$ cat config.mk
export PLATFORM = sky130hd
export DESIGN_NAME = kct_datapath
export DESIGN_NICKNAME = d
export VERILOG_FILES = /design/src/design/kct_pkg.sv /design/src/design/kct_divider.sv /design/src/design/kct_datapath.sv
export SDC_FILE = /design/constraint.sdc
export NUM_CORES = 1
export LEC_CHECK = 0
export BUFFER_PORTS_ARGS = -buffer_cell sky130_fd_sc_hd__buf_2
export CAP_MARGIN = 20
export CORE_MARGIN = 1.5
export CORE_UTILIZATION = 56
export CTS_BUF_LIST = sky130_fd_sc_hd__clkbuf_4 sky130_fd_sc_hd__clkbuf_8
export CTS_CLUSTER_DIAMETER = 120
export DETAILED_ROUTE_END_ITERATION = 16
export GPL_TIMING_DRIVEN = 0
export PLACE_DENSITY = 0.76
export SLEW_MARGIN = 30
export SYNTH_ARGS = -nofsm -noshare
export SYNTH_HDL_FRONTEND = slang
export SYNTH_SLANG_ARGS = --single-unit
$ cat constraint.sdc
create_clock -name clk -period 2.85 [get_ports clk]
set_input_delay 0 -clock clk [delete_from_list [all_inputs] [get_ports clk]]
set_output_delay 0 -clock clk [all_outputs]
set_load 0.01 [all_outputs]
$ cat src/design/kct_pkg.sv
// shared constants, types and command/status structs of the carmichael test
package kct_pkg;

    localparam int VALUE_WIDTH = 32;
    localparam int CAND_WIDTH  = 32;
    localparam int CNT_WIDTH   = (VALUE_WIDTH > 1) ? $clog2(VALUE_WIDTH) : 1;

    typedef logic [VALUE_WIDTH-1:0] value_t;

    // operand pairs fed to the shared divider
    typedef enum logic [1:0] {
        OPS_REST_D  = 2'd0,
        OPS_QUO_D   = 2'd1,
        OPS_NM1_DM1 = 2'd2,
        OPS_NM1_RM1 = 2'd3
    } div_sel_t;

    typedef struct packed {
        logic     load;
        logic     start;
        div_sel_t sel;
        logic     d_inc;
        logic     save_q;
        logic     take_q;
        logic     set_res;
        logic     res_val;
    } kct_cmd_t;

    typedef struct packed {
        logic reject;
        logic div_done;
        logic quo_lt_d;
        logic rem_zero;
        logic rest_eq_n;
    } kct_stat_t;

endpackage

$ cat src/design/kct_divider.sv
// restoring radix-2 divider, one quotient bit per cycle
module kct_divider
    import kct_pkg::*;
(
    input  logic   clk,
    input  logic   rst_n,
    input  logic   start,
    input  value_t dividend,
    input  value_t divisor,
    output logic   done,
    output value_t quotient,
    output value_t remainder
);

    logic                 busy_reg, busy_next;
    logic                 done_reg, done_next;
    logic [CNT_WIDTH-1:0] cnt_reg, cnt_next;
    value_t               quo_reg, quo_next;
    value_t               rem_reg, rem_next;
    value_t               dvs_reg, dvs_next;

    logic [VALUE_WIDTH:0] shifted;
    logic [VALUE_WIDTH:0] diff;
    logic                 fits;

    assign shifted = {rem_reg, quo_reg[VALUE_WIDTH-1]};
    assign diff    = shifted - {1'b0, dvs_reg};
    assign fits    = ~diff[VALUE_WIDTH];

    always_comb
    begin
        busy_next = busy_reg;
        done_next = 1'b0;
        cnt_next  = cnt_reg;
        quo_next  = quo_reg;
        rem_next  = rem_reg;
        dvs_next  = dvs_reg;
        if (start)
        begin
            busy_next = 1'b1;
            cnt_next  = '0;
            quo_next  = dividend;
            rem_next  = '0;
            dvs_next  = divisor;
        end
        else if (busy_reg)
        begin
            quo_next = {quo_reg[VALUE_WIDTH-2:0], fits};
            rem_next = fits ? diff[VALUE_WIDTH-1:0] : shifted[VALUE_WIDTH-1:0];
            cnt_next = cnt_reg + 1'b1;
            if (cnt_reg == CNT_WIDTH'(VALUE_WIDTH - 1))
            begin
                busy_next = 1'b0;
                done_next = 1'b1;
            end
        end
    end

    always_ff @(posedge clk or negedge rst_n)
    begin
        if (!rst_n)
        begin
            busy_reg <= 1'b0;
            done_reg <= 1'b0;
            cnt_reg  <= '0;
        end
        else
        begin
            busy_reg <= busy_next;
            done_reg <= done_next;
            cnt_reg  <= cnt_next;
        end
    end

    always_ff @(posedge clk)
    begin
        quo_reg <= quo_next;
        rem_reg <= rem_next;
        dvs_reg <= dvs_next;
    end

    assign done      = done_reg;
    assign quotient  = quo_reg;
    assign remainder = rem_reg;

endmodule

$ cat src/design/kct_datapath.sv
// value registers, operand selection and status flags around the divider
module kct_datapath
    import kct_pkg::*;
(
    input  logic                         clk,
    input  logic                         rst_n,
    input  logic signed [CAND_WIDTH-1:0] candidate,
    input  kct_cmd_t                     cmd,
    output kct_stat_t                    stat,
    output logic                         flag
);

    value_t n_reg, n_next;
    value_t rest_reg, rest_next;
    value_t d_reg, d_next;
    value_t q_reg, q_next;
    logic   res_reg, res_next;

    logic signed [63:0] cand_ext;
    value_t             value_in;
    value_t             dividend;
    value_t             divisor;
    logic               div_done;
    value_t             quotient;
    value_t             remainder;

    // low bits of the sign-extended candidate form the tested value
    assign cand_ext = 64'(candidate);
    assign value_in = cand_ext[VALUE_WIDTH-1:0];

    always_comb
    begin
        case (cmd.sel)
            OPS_REST_D:
            begin
                dividend = rest_reg;
                divisor  = d_reg;
            end
            OPS_QUO_D:
            begin
                dividend = quotient;
                divisor  = d_reg;
            end
            OPS_NM1_DM1:
            begin
                dividend = n_reg - 1'b1;
                divisor  = d_reg - 1'b1;
            end
            OPS_NM1_RM1:
            begin
                dividend = n_reg - 1'b1;
                divisor  = rest_reg - 1'b1;
            end
            default:
            begin
                dividend = rest_reg;
                divisor  = d_reg;
            end
        endcase
    end

    kct_divider u_div (
        .clk       (clk),
        .rst_n     (rst_n),
        .start     (cmd.start),
        .dividend  (dividend),
        .divisor   (divisor),
        .done      (div_done),
        .quotient  (quotient),
        .remainder (remainder)
    );

    always_comb
    begin
        n_next    = n_reg;
        rest_next = rest_reg;
        d_next    = d_reg;
        q_next    = q_reg;
        res_next  = res_reg;
        if (cmd.load)
        begin
            n_next    = value_in;
            rest_next = value_in;
            d_next    = VALUE_WIDTH'(2);
        end
        if (cmd.d_inc)
        begin
            d_next = d_reg + 1'b1;
        end
        if (cmd.save_q)
        begin
            q_next = quotient;
        end
        if (cmd.take_q)
        begin
            rest_next = q_reg;
            d_next    = VALUE_WIDTH'(2);
        end
        if (cmd.set_res)
        begin
            res_next = cmd.res_val;
        end
    end

    always_ff @(posedge clk)
    begin
        n_reg    <= n_next;
        rest_reg <= rest_next;
        d_reg    <= d_next;
        q_reg    <= q_next;
        res_reg  <= res_next;
    end

    assign stat.reject    = value_in[VALUE_WIDTH-1] || (value_in < VALUE_WIDTH'(2));
    assign stat.div_done  = div_done;
    assign stat.quo_lt_d  = quotient < d_reg;
    assign stat.rem_zero  = (remainder == '0);
    assign stat.rest_eq_n = (rest_reg == n_reg);
    assign flag           = res_reg;

endmodule

# Yosys cells after proc, flatten, opt, wreduce, memory -nomap -nowiden
# Index checks and enable logic that the tools add are counted.
# totals
inputBits,43
out_inout_bits,6
word_cells,52
register_bits,232
# classes
bitwise,1
mux,17
n_eq_ne,6
order_cmp,2
reduce_logical,9
add_sub_neg,6
# op_table
op,count
32-bit two-way mux,7
32-bit case mux with 3 select lines,1
"32-bit by 1-bit subtractor with 32-bit output, second input constant",3
32-bit case mux with 2 select lines,1
33-bit by 32-bit subtractor with 33-bit output,1
"32-bit by 1-bit adder with 32-bit output, second input constant",1
32-bit == test,1
32-bit logical NOT,1
"32-bit by 2-bit < comparator with 1-bit output, second input constant",1
32-bit < comparator,1
5-bit two-way mux,2
1-bit two-way mux,6
2-bit nonzero test,3
"5-bit by 1-bit adder with 5-bit output, second input constant",1
"5-bit == test, second input constant",1
"2-bit == test, second input constant",2
2-bit OR reduction,2
"2-bit by 1-bit == test with 1-bit output, second input constant",1
2-bit logical NOT,1
"2-bit inequality test, second input constant",1
2-bit AND reduction,1
1-bit logical OR,1
1-bit inverter,1

# Logic depth before layout (Yosys ltp)
# depth
word_depth,4
depth_mapped,14

# By module
# Synthesis repeated with hierarchy kept, for this count alone.
# unflattened
hier_cells,1656
area_unflattened_um2,15830.2
# by_module_without_submodules
mod,area_per_inst_um2,n_inst,cells_each
kct_datapath,9733.1,1,1048
kct_divider,6097.1,1,608

# Worst setup path after synthesis
# No wires, ideal clock.
# synth_timing
kind,in2reg
from,input cmd[5] (netlist bit)
to,"register u_div.dvs_reg[16], data pin"
path_buffers,3
path_slack_ps,-553
t_arrival_ps,3133
path_stages,13
path_cell_list,and2_1 -> clkbuf_1 -> clkbuf_1 -> clkbuf_1 -> mux2i_1 -> ha_1 -> o211ai_1 -> or3_1 -> nor3_2 -> o2111a_1 -> mux2_2 -> a21oi_1 -> a21oi_1
# synth_via
elab_chain_cells,3
# synth_lines
item,line,rtl
"start, declared",kct_datapath.sv:8,"input kct_cmd_t cmd,"
2-bit by 1-bit == test with 1-bit output / 2-bit logical NOT (equally long branches),kct_datapath.sv:33,case (cmd.sel)
2-bit OR reduction (no source line),--,
32-bit case mux with 3 select lines (*),kct_datapath.sv:33,
net divisor[16],kct_datapath.sv:22,value_t divisor;
"end signal, assigned",kct_divider.sv:79,dvs_reg <= dvs_next;
"end, declared",kct_divider.sv:20,"value_t dvs_reg, dvs_next;"
# The timed path passes the listed nets; every way through them passes the cells marked *.
# A chain may end at the register's enable or synchronous reset.

# Worst setup path in the final report
# layout_timing
from,"register u_div.quo_reg[31], in the netlist u_div.quotient[31]"
to,"register u_div.rem_reg[22], in the netlist u_div.remainder[22]"
# layout_via
elab_chain_cells,2
# layout_lines
item,line,rtl
"start, declared",kct_divider.sv:18,"value_t quo_reg, quo_next;"
"start signal, assigned",kct_divider.sv:77,quo_reg <= quo_next;
33-bit by 32-bit subtractor with 33-bit output,kct_divider.sv:27,"assign diff = shifted - {1'b0, dvs_reg};"
32-bit two-way mux,kct_divider.sv:49,rem_next = fits ? diff[VALUE_WIDTH-1:0] : shifted[VALUE_WIDTH-1:0];
"end signal, assigned",kct_divider.sv:78,rem_reg <= rem_next;
"end, declared",kct_divider.sv:19,"value_t rem_reg, rem_next;"
# No other way between the ends.

==> impl_metrics.sql <==
INSERT INTO impl_metrics (metric_group, metric, value, unit) VALUES
('setup_path', 'rr_startpoint', 'u_div.quotient[31]', ''),
('placement', 'gp_routability_congestion', '0.957', ''),
('route', 'wirelength', '45.1', 'mm'),
('worst_hold_path', 'hold_path.class', 'input port to register', ''),
('logic_synthesis', 'synth-main-ff-cell', 'sky130_fd_sc_hd__edfxtp_1', ''),
('job', 'cap_violations', '0', ''),
('timing', 'timing.final.max_slew_violations', '0', ''),
('pwr', 'power-per-cell-area', '717', 'nW/um^2'),
('timing', 'tightest_slew_margin_relative_to_the_limit', '0.348', ''),
('grt', 'grt.total_usage', '0.317', ''),
('logic_synthesis', 'syn_inst', '1542', ''),
('die', 'io-pin-count', '49', ''),
('logic_synthesis', 'synthTopCellsByArea', 'sky130_fd_sc_hd__edfxtp_1 33%, sky130_fd_sc_hd__dfxtp_1 8.6%, sky130_fd_sc_hd__ha_1 5.7%', ''),
('timing', 'hold_ws', '37.8', 'ps'),
('pwr', 'p_total', '12.9', 'mW'),
('clock_network', 'cts_made_buffers', '38', ''),
('route', 'routedWlPerCell', '21.4', 'um'),
('route', 'number_of_design_rule_violations_left_by_the_first_detailed_router_iteration', '1271', ''),
('logic_synthesis', 'async_flop_share', '0.0302', ''),
('timing', 'period_share', '1.18', ''),
('logic_synthesis', 'synth_edf_count', '161', ''),
('worst_hold_path', 'holdCritStartpoint', 'cmd[4]', ''),
('worst_hold_path', 'hold_endpoint', 'd_reg[9]', ''),
('placement', 'placedCellCount', '1924', ''),
('logic_synthesis', 'mappedNetlistArea', '14800', 'sq um'),
('clock_network', 'clock_insertion_delay_worst_skew', '540', 'ps'),
('status', 'outcome', 'finished, violations left', ''),
('clock_network', 'clock_path_buffers', '3', ''),
('timing', 'fin_crit', '3370', 'ps'),
('setup_path', 'crit_path_frequent_cell', 'sky130_fd_sc_hd__buf_12', ''),
('logic_synthesis', 'synth.lib_cells_used.distinct', '83', ''),
('timing', 'final.setup.tns', '-13500', 'ps'),
('worst_hold_path', 'whs_path_cells', '3', ''),
('grt', 'antenna_found_initial', '0', ''),
('setup_path', 'worst_path_max_delay_cell', 'sky130_fd_sc_hd__edfxtp_1', ''),
('setup_path', 'cp.required', '3240', 'ps'),
('setup_path', 'timing.critical_path.arrival', '3770', 'ps'),
('setup_path', 'cp.buffers_inverters', '3', ''),
('layout', 'finish.net_count', '1857', ''),
('logic_synthesis', 'ys.warnings.count', '0', ''),
('route', 'detailedRoute.firstPassIterationCount', '6', ''),
('layout', 'fillCellCount', '1952', ''),
('die', 'dieArea', '27500', 'sq um'),
('timing', 'worst_pin_slew', '977', 'ps'),
('grt', 'grt_overflow', '0', ''),
('timing', 'fmax', '297', 'MHz'),
('timing', 'worst_clock_skew', '18.4', 'ps'),
('status', 'violated_checks', 'negative setup slack', ''),
('logic_synthesis', 'synth_top_area_share', '0.326', ''),
('pwr', 'power.ir.vdd_worst', '0.520', 'mV'),
('setup_path', 'cp_slowest_stage_delay', '500', 'ps'),
('layout', 'fin_cells', '2105', ''),
('logic_synthesis', 'postSynthAreaPerCell', '9.62', 'sq um'),
('setup_path', 'timing.rr.end', 'u_div.remainder[22]', ''),
('timing', 'final.setup.worst_slack', '-522', 'ps'),
('layout', 'antenna_cells_inserted', '0', ''),
('logic_synthesis', 'portion_of_the_post_synthesis_area_used_by_sequential_elements', '0.424', ''),
('timing', 'setup_violations', '44', ''),
('setup_path', 'cp_cell_sequence', 'inv_2, ha_4, fa_2, nand2b_4, a21oi_4, o2111ai_2, and3b_2, o21ai_4, a31oi_4, xnor2_4, buf_12, buf_12, mux2i_1, a211oi_1', ''),
('grt', 'largest_net_degree_at_the_start_of_global_routing', '39', ''),
('clock_network', 'clock_tree.htree_level_count', '2', ''),
('placement', 'post_placement_setup_slack', '-840', 'ps'),
('logic_synthesis', 'ys_seq_elements', '232', ''),
('clock_network', 'cts.root.buffer_cell', 'sky130_fd_sc_hd__clkbuf_8', ''),
('route', 'route.detailed.drc', '0', ''),
('clock_network', 'tritoncts_num_sinks', '232', ''),
('placement', 'detailed_place_hpwl', '30.9', 'mm'),
('placement', 'portBuffers', '46', ''),
('layout', 'syn_to_final_growth', '21.5', '%'),
('setup_path', 'critical-path-top-delay-family', 'compound AO/OA/AOI/OAI gates', ''),
('clock_network', 'clk_transition_reported_paths', '60', 'ps');
power breakdown:
group          internal, mW  switching (mW)
clock                  1.57            1.33
combinational          2.60            2.78
sequential             4.11           0.524
metal layers:
| metal | up-vias | wire, um | global-route usage |
|---|---|---|---|
| li1 | 6140 | - | - |
| met1 | 6359 | 17700 | 0.405 |
| met2 | 661 | 21700 | 0.532 |
| met3 | 157 | 3450 | 0.0356 |
| met4 | 0 | 2240 | 0.165 |
| met5 | - | 0 | 0 |
tightest hold or removal path: stages:
cell and delay [ps]:
sky130_fd_sc_hd__clkbuf_1 200, sky130_fd_sc_hd__nand4_1 230, sky130_fd_sc_hd__a211oi_1 90
timing repair:
action,in CTS,in global routing
pin swaps,38,47
buffers inserted,62,25
hold buffers,36,0
setup endpoints to repair,86,63
resized for setup,80,85
gates cloned,1,1
endpoints found under the hold margin,73,0
kinds of logic after synthesis:
family	after synthesis	synth area share
AND/OR/NAND/NOR	504	0.177
AO/OA/AOI/OAI	384	0.167
flip-flops	232	0.424
buffers and inverters	152	0.0398
multiplexers	103	0.0746
XOR/XNOR	98	0.0592
adder cells (fa/ha/maj)	69	0.0587
synth_stat cells, types with 6 or more instances:
master                     count
sky130_fd_sc_hd__ha_1         68
sky130_fd_sc_hd__a21oi_1     127
sky130_fd_sc_hd__mux2_2       59
sky130_fd_sc_hd__and3_1       18
sky130_fd_sc_hd__nor2_1      144
sky130_fd_sc_hd__o21ai_0      68
sky130_fd_sc_hd__xnor2_1      50
sky130_fd_sc_hd__nand2_1      75
sky130_fd_sc_hd__dfxtp_1      64
sky130_fd_sc_hd__a21o_1       34
sky130_fd_sc_hd__and2_1        9
sky130_fd_sc_hd__nand4_1      24
sky130_fd_sc_hd__edfxtp_1    161
sky130_fd_sc_hd__o21bai_1      7
sky130_fd_sc_hd__o21a_1       10
sky130_fd_sc_hd__a31oi_1      23
sky130_fd_sc_hd__nand2b_1     36
sky130_fd_sc_hd__xor2_1       47
sky130_fd_sc_hd__nor2b_1       8
sky130_fd_sc_hd__a211oi_1     57
sky130_fd_sc_hd__o211ai_1      8
sky130_fd_sc_hd__clkbuf_1     65
sky130_fd_sc_hd__nor3_1       41
sky130_fd_sc_hd__nor4_1       35
sky130_fd_sc_hd__or2_2        13
sky130_fd_sc_hd__nand3_1      57
sky130_fd_sc_hd__buf_1         6
sky130_fd_sc_hd__or3_1         8
sky130_fd_sc_hd__a311oi_1      8
sky130_fd_sc_hd__inv_1        72
sky130_fd_sc_hd__mux2i_1      43
sky130_fd_sc_hd__dfrtp_1       7
stage by stage:
step / util / area, sq um
after detailed placement: 0.598 / 15600
after floorplan: - / 14900
final: 0.692 / 18000
after global routing: 0.692 / 18000
after CTS: 0.671 / 17500
after global placement: 0.597 / 15600
layout make-up:
cell class,instances,area [sq um],area share
Multi-Input combinational cell,1158,8610,0.478
Sequential cell,232,6300,0.350
Timing Repair Buffer,169,1330,0.0737
Clock buffer,55,657,0.0365
Tap cell,335,419,0.0233
Buffer,73,359,0.0199
Inverter,73,274,0.0152
Clock inverter,10,71.3,0.00396
cell usage in the layout (no fill, tap or decap), types with 8 or more instances in the layout:
master / instances
sky130_fd_sc_hd__mux2i_4: 8
sky130_fd_sc_hd__nor3_1: 34
sky130_fd_sc_hd__dlygate4sd3_1: 36
sky130_fd_sc_hd__a21oi_1: 110
sky130_fd_sc_hd__nand2_1: 72
sky130_fd_sc_hd__clkbuf_4: 17
sky130_fd_sc_hd__nand4_1: 24
sky130_fd_sc_hd__o21ai_0: 60
sky130_fd_sc_hd__xor2_1: 47
sky130_fd_sc_hd__a211oi_2: 15
sky130_fd_sc_hd__dfxtp_1: 58
sky130_fd_sc_hd__clkbuf_1: 52
sky130_fd_sc_hd__buf_4: 79
sky130_fd_sc_hd__ha_1: 65
sky130_fd_sc_hd__o211ai_1: 8
sky130_fd_sc_hd__inv_1: 68
sky130_fd_sc_hd__nor2b_1: 8
sky130_fd_sc_hd__edfxtp_1: 161
sky130_fd_sc_hd__a21oi_2: 15
sky130_fd_sc_hd__or2_2: 13
sky130_fd_sc_hd__mux2_2: 53
sky130_fd_sc_hd__xnor2_1: 50
sky130_fd_sc_hd__a211oi_1: 41
sky130_fd_sc_hd__a31oi_1: 22
sky130_fd_sc_hd__nor4_1: 34
sky130_fd_sc_hd__buf_2: 48
sky130_fd_sc_hd__clkbuf_8: 41
sky130_fd_sc_hd__mux2i_1: 31
sky130_fd_sc_hd__nand2b_1: 35
sky130_fd_sc_hd__nand3_1: 55
sky130_fd_sc_hd__and3_1: 17
sky130_fd_sc_hd__nor2_1: 139
sky130_fd_sc_hd__o21a_1: 10
sky130_fd_sc_hd__a21o_1: 34
worst max-delay path by stage:
stage	startpoint	endpoint	slack [ps]	depth (start not counted)
2_1_floorplan	u_div.quotient[31]	u_div.remainder[10]	-70	14
3_3_place_gp	cmd[7]	u_div.quotient[0]	-1330	6
3_5_place_dp	u_div.quotient[31]	u_div.remainder[16]	-840	14
4_1_cts	u_div.quotient[31]	u_div.remainder[29]	-350	14
5_1_grt	u_div.quotient[31]	u_div.remainder[22]	-560	14
6_report	u_div.quotient[31]	u_div.remainder[22]	-520	14
No activity file was read; power rests on OpenSTA's default activity.
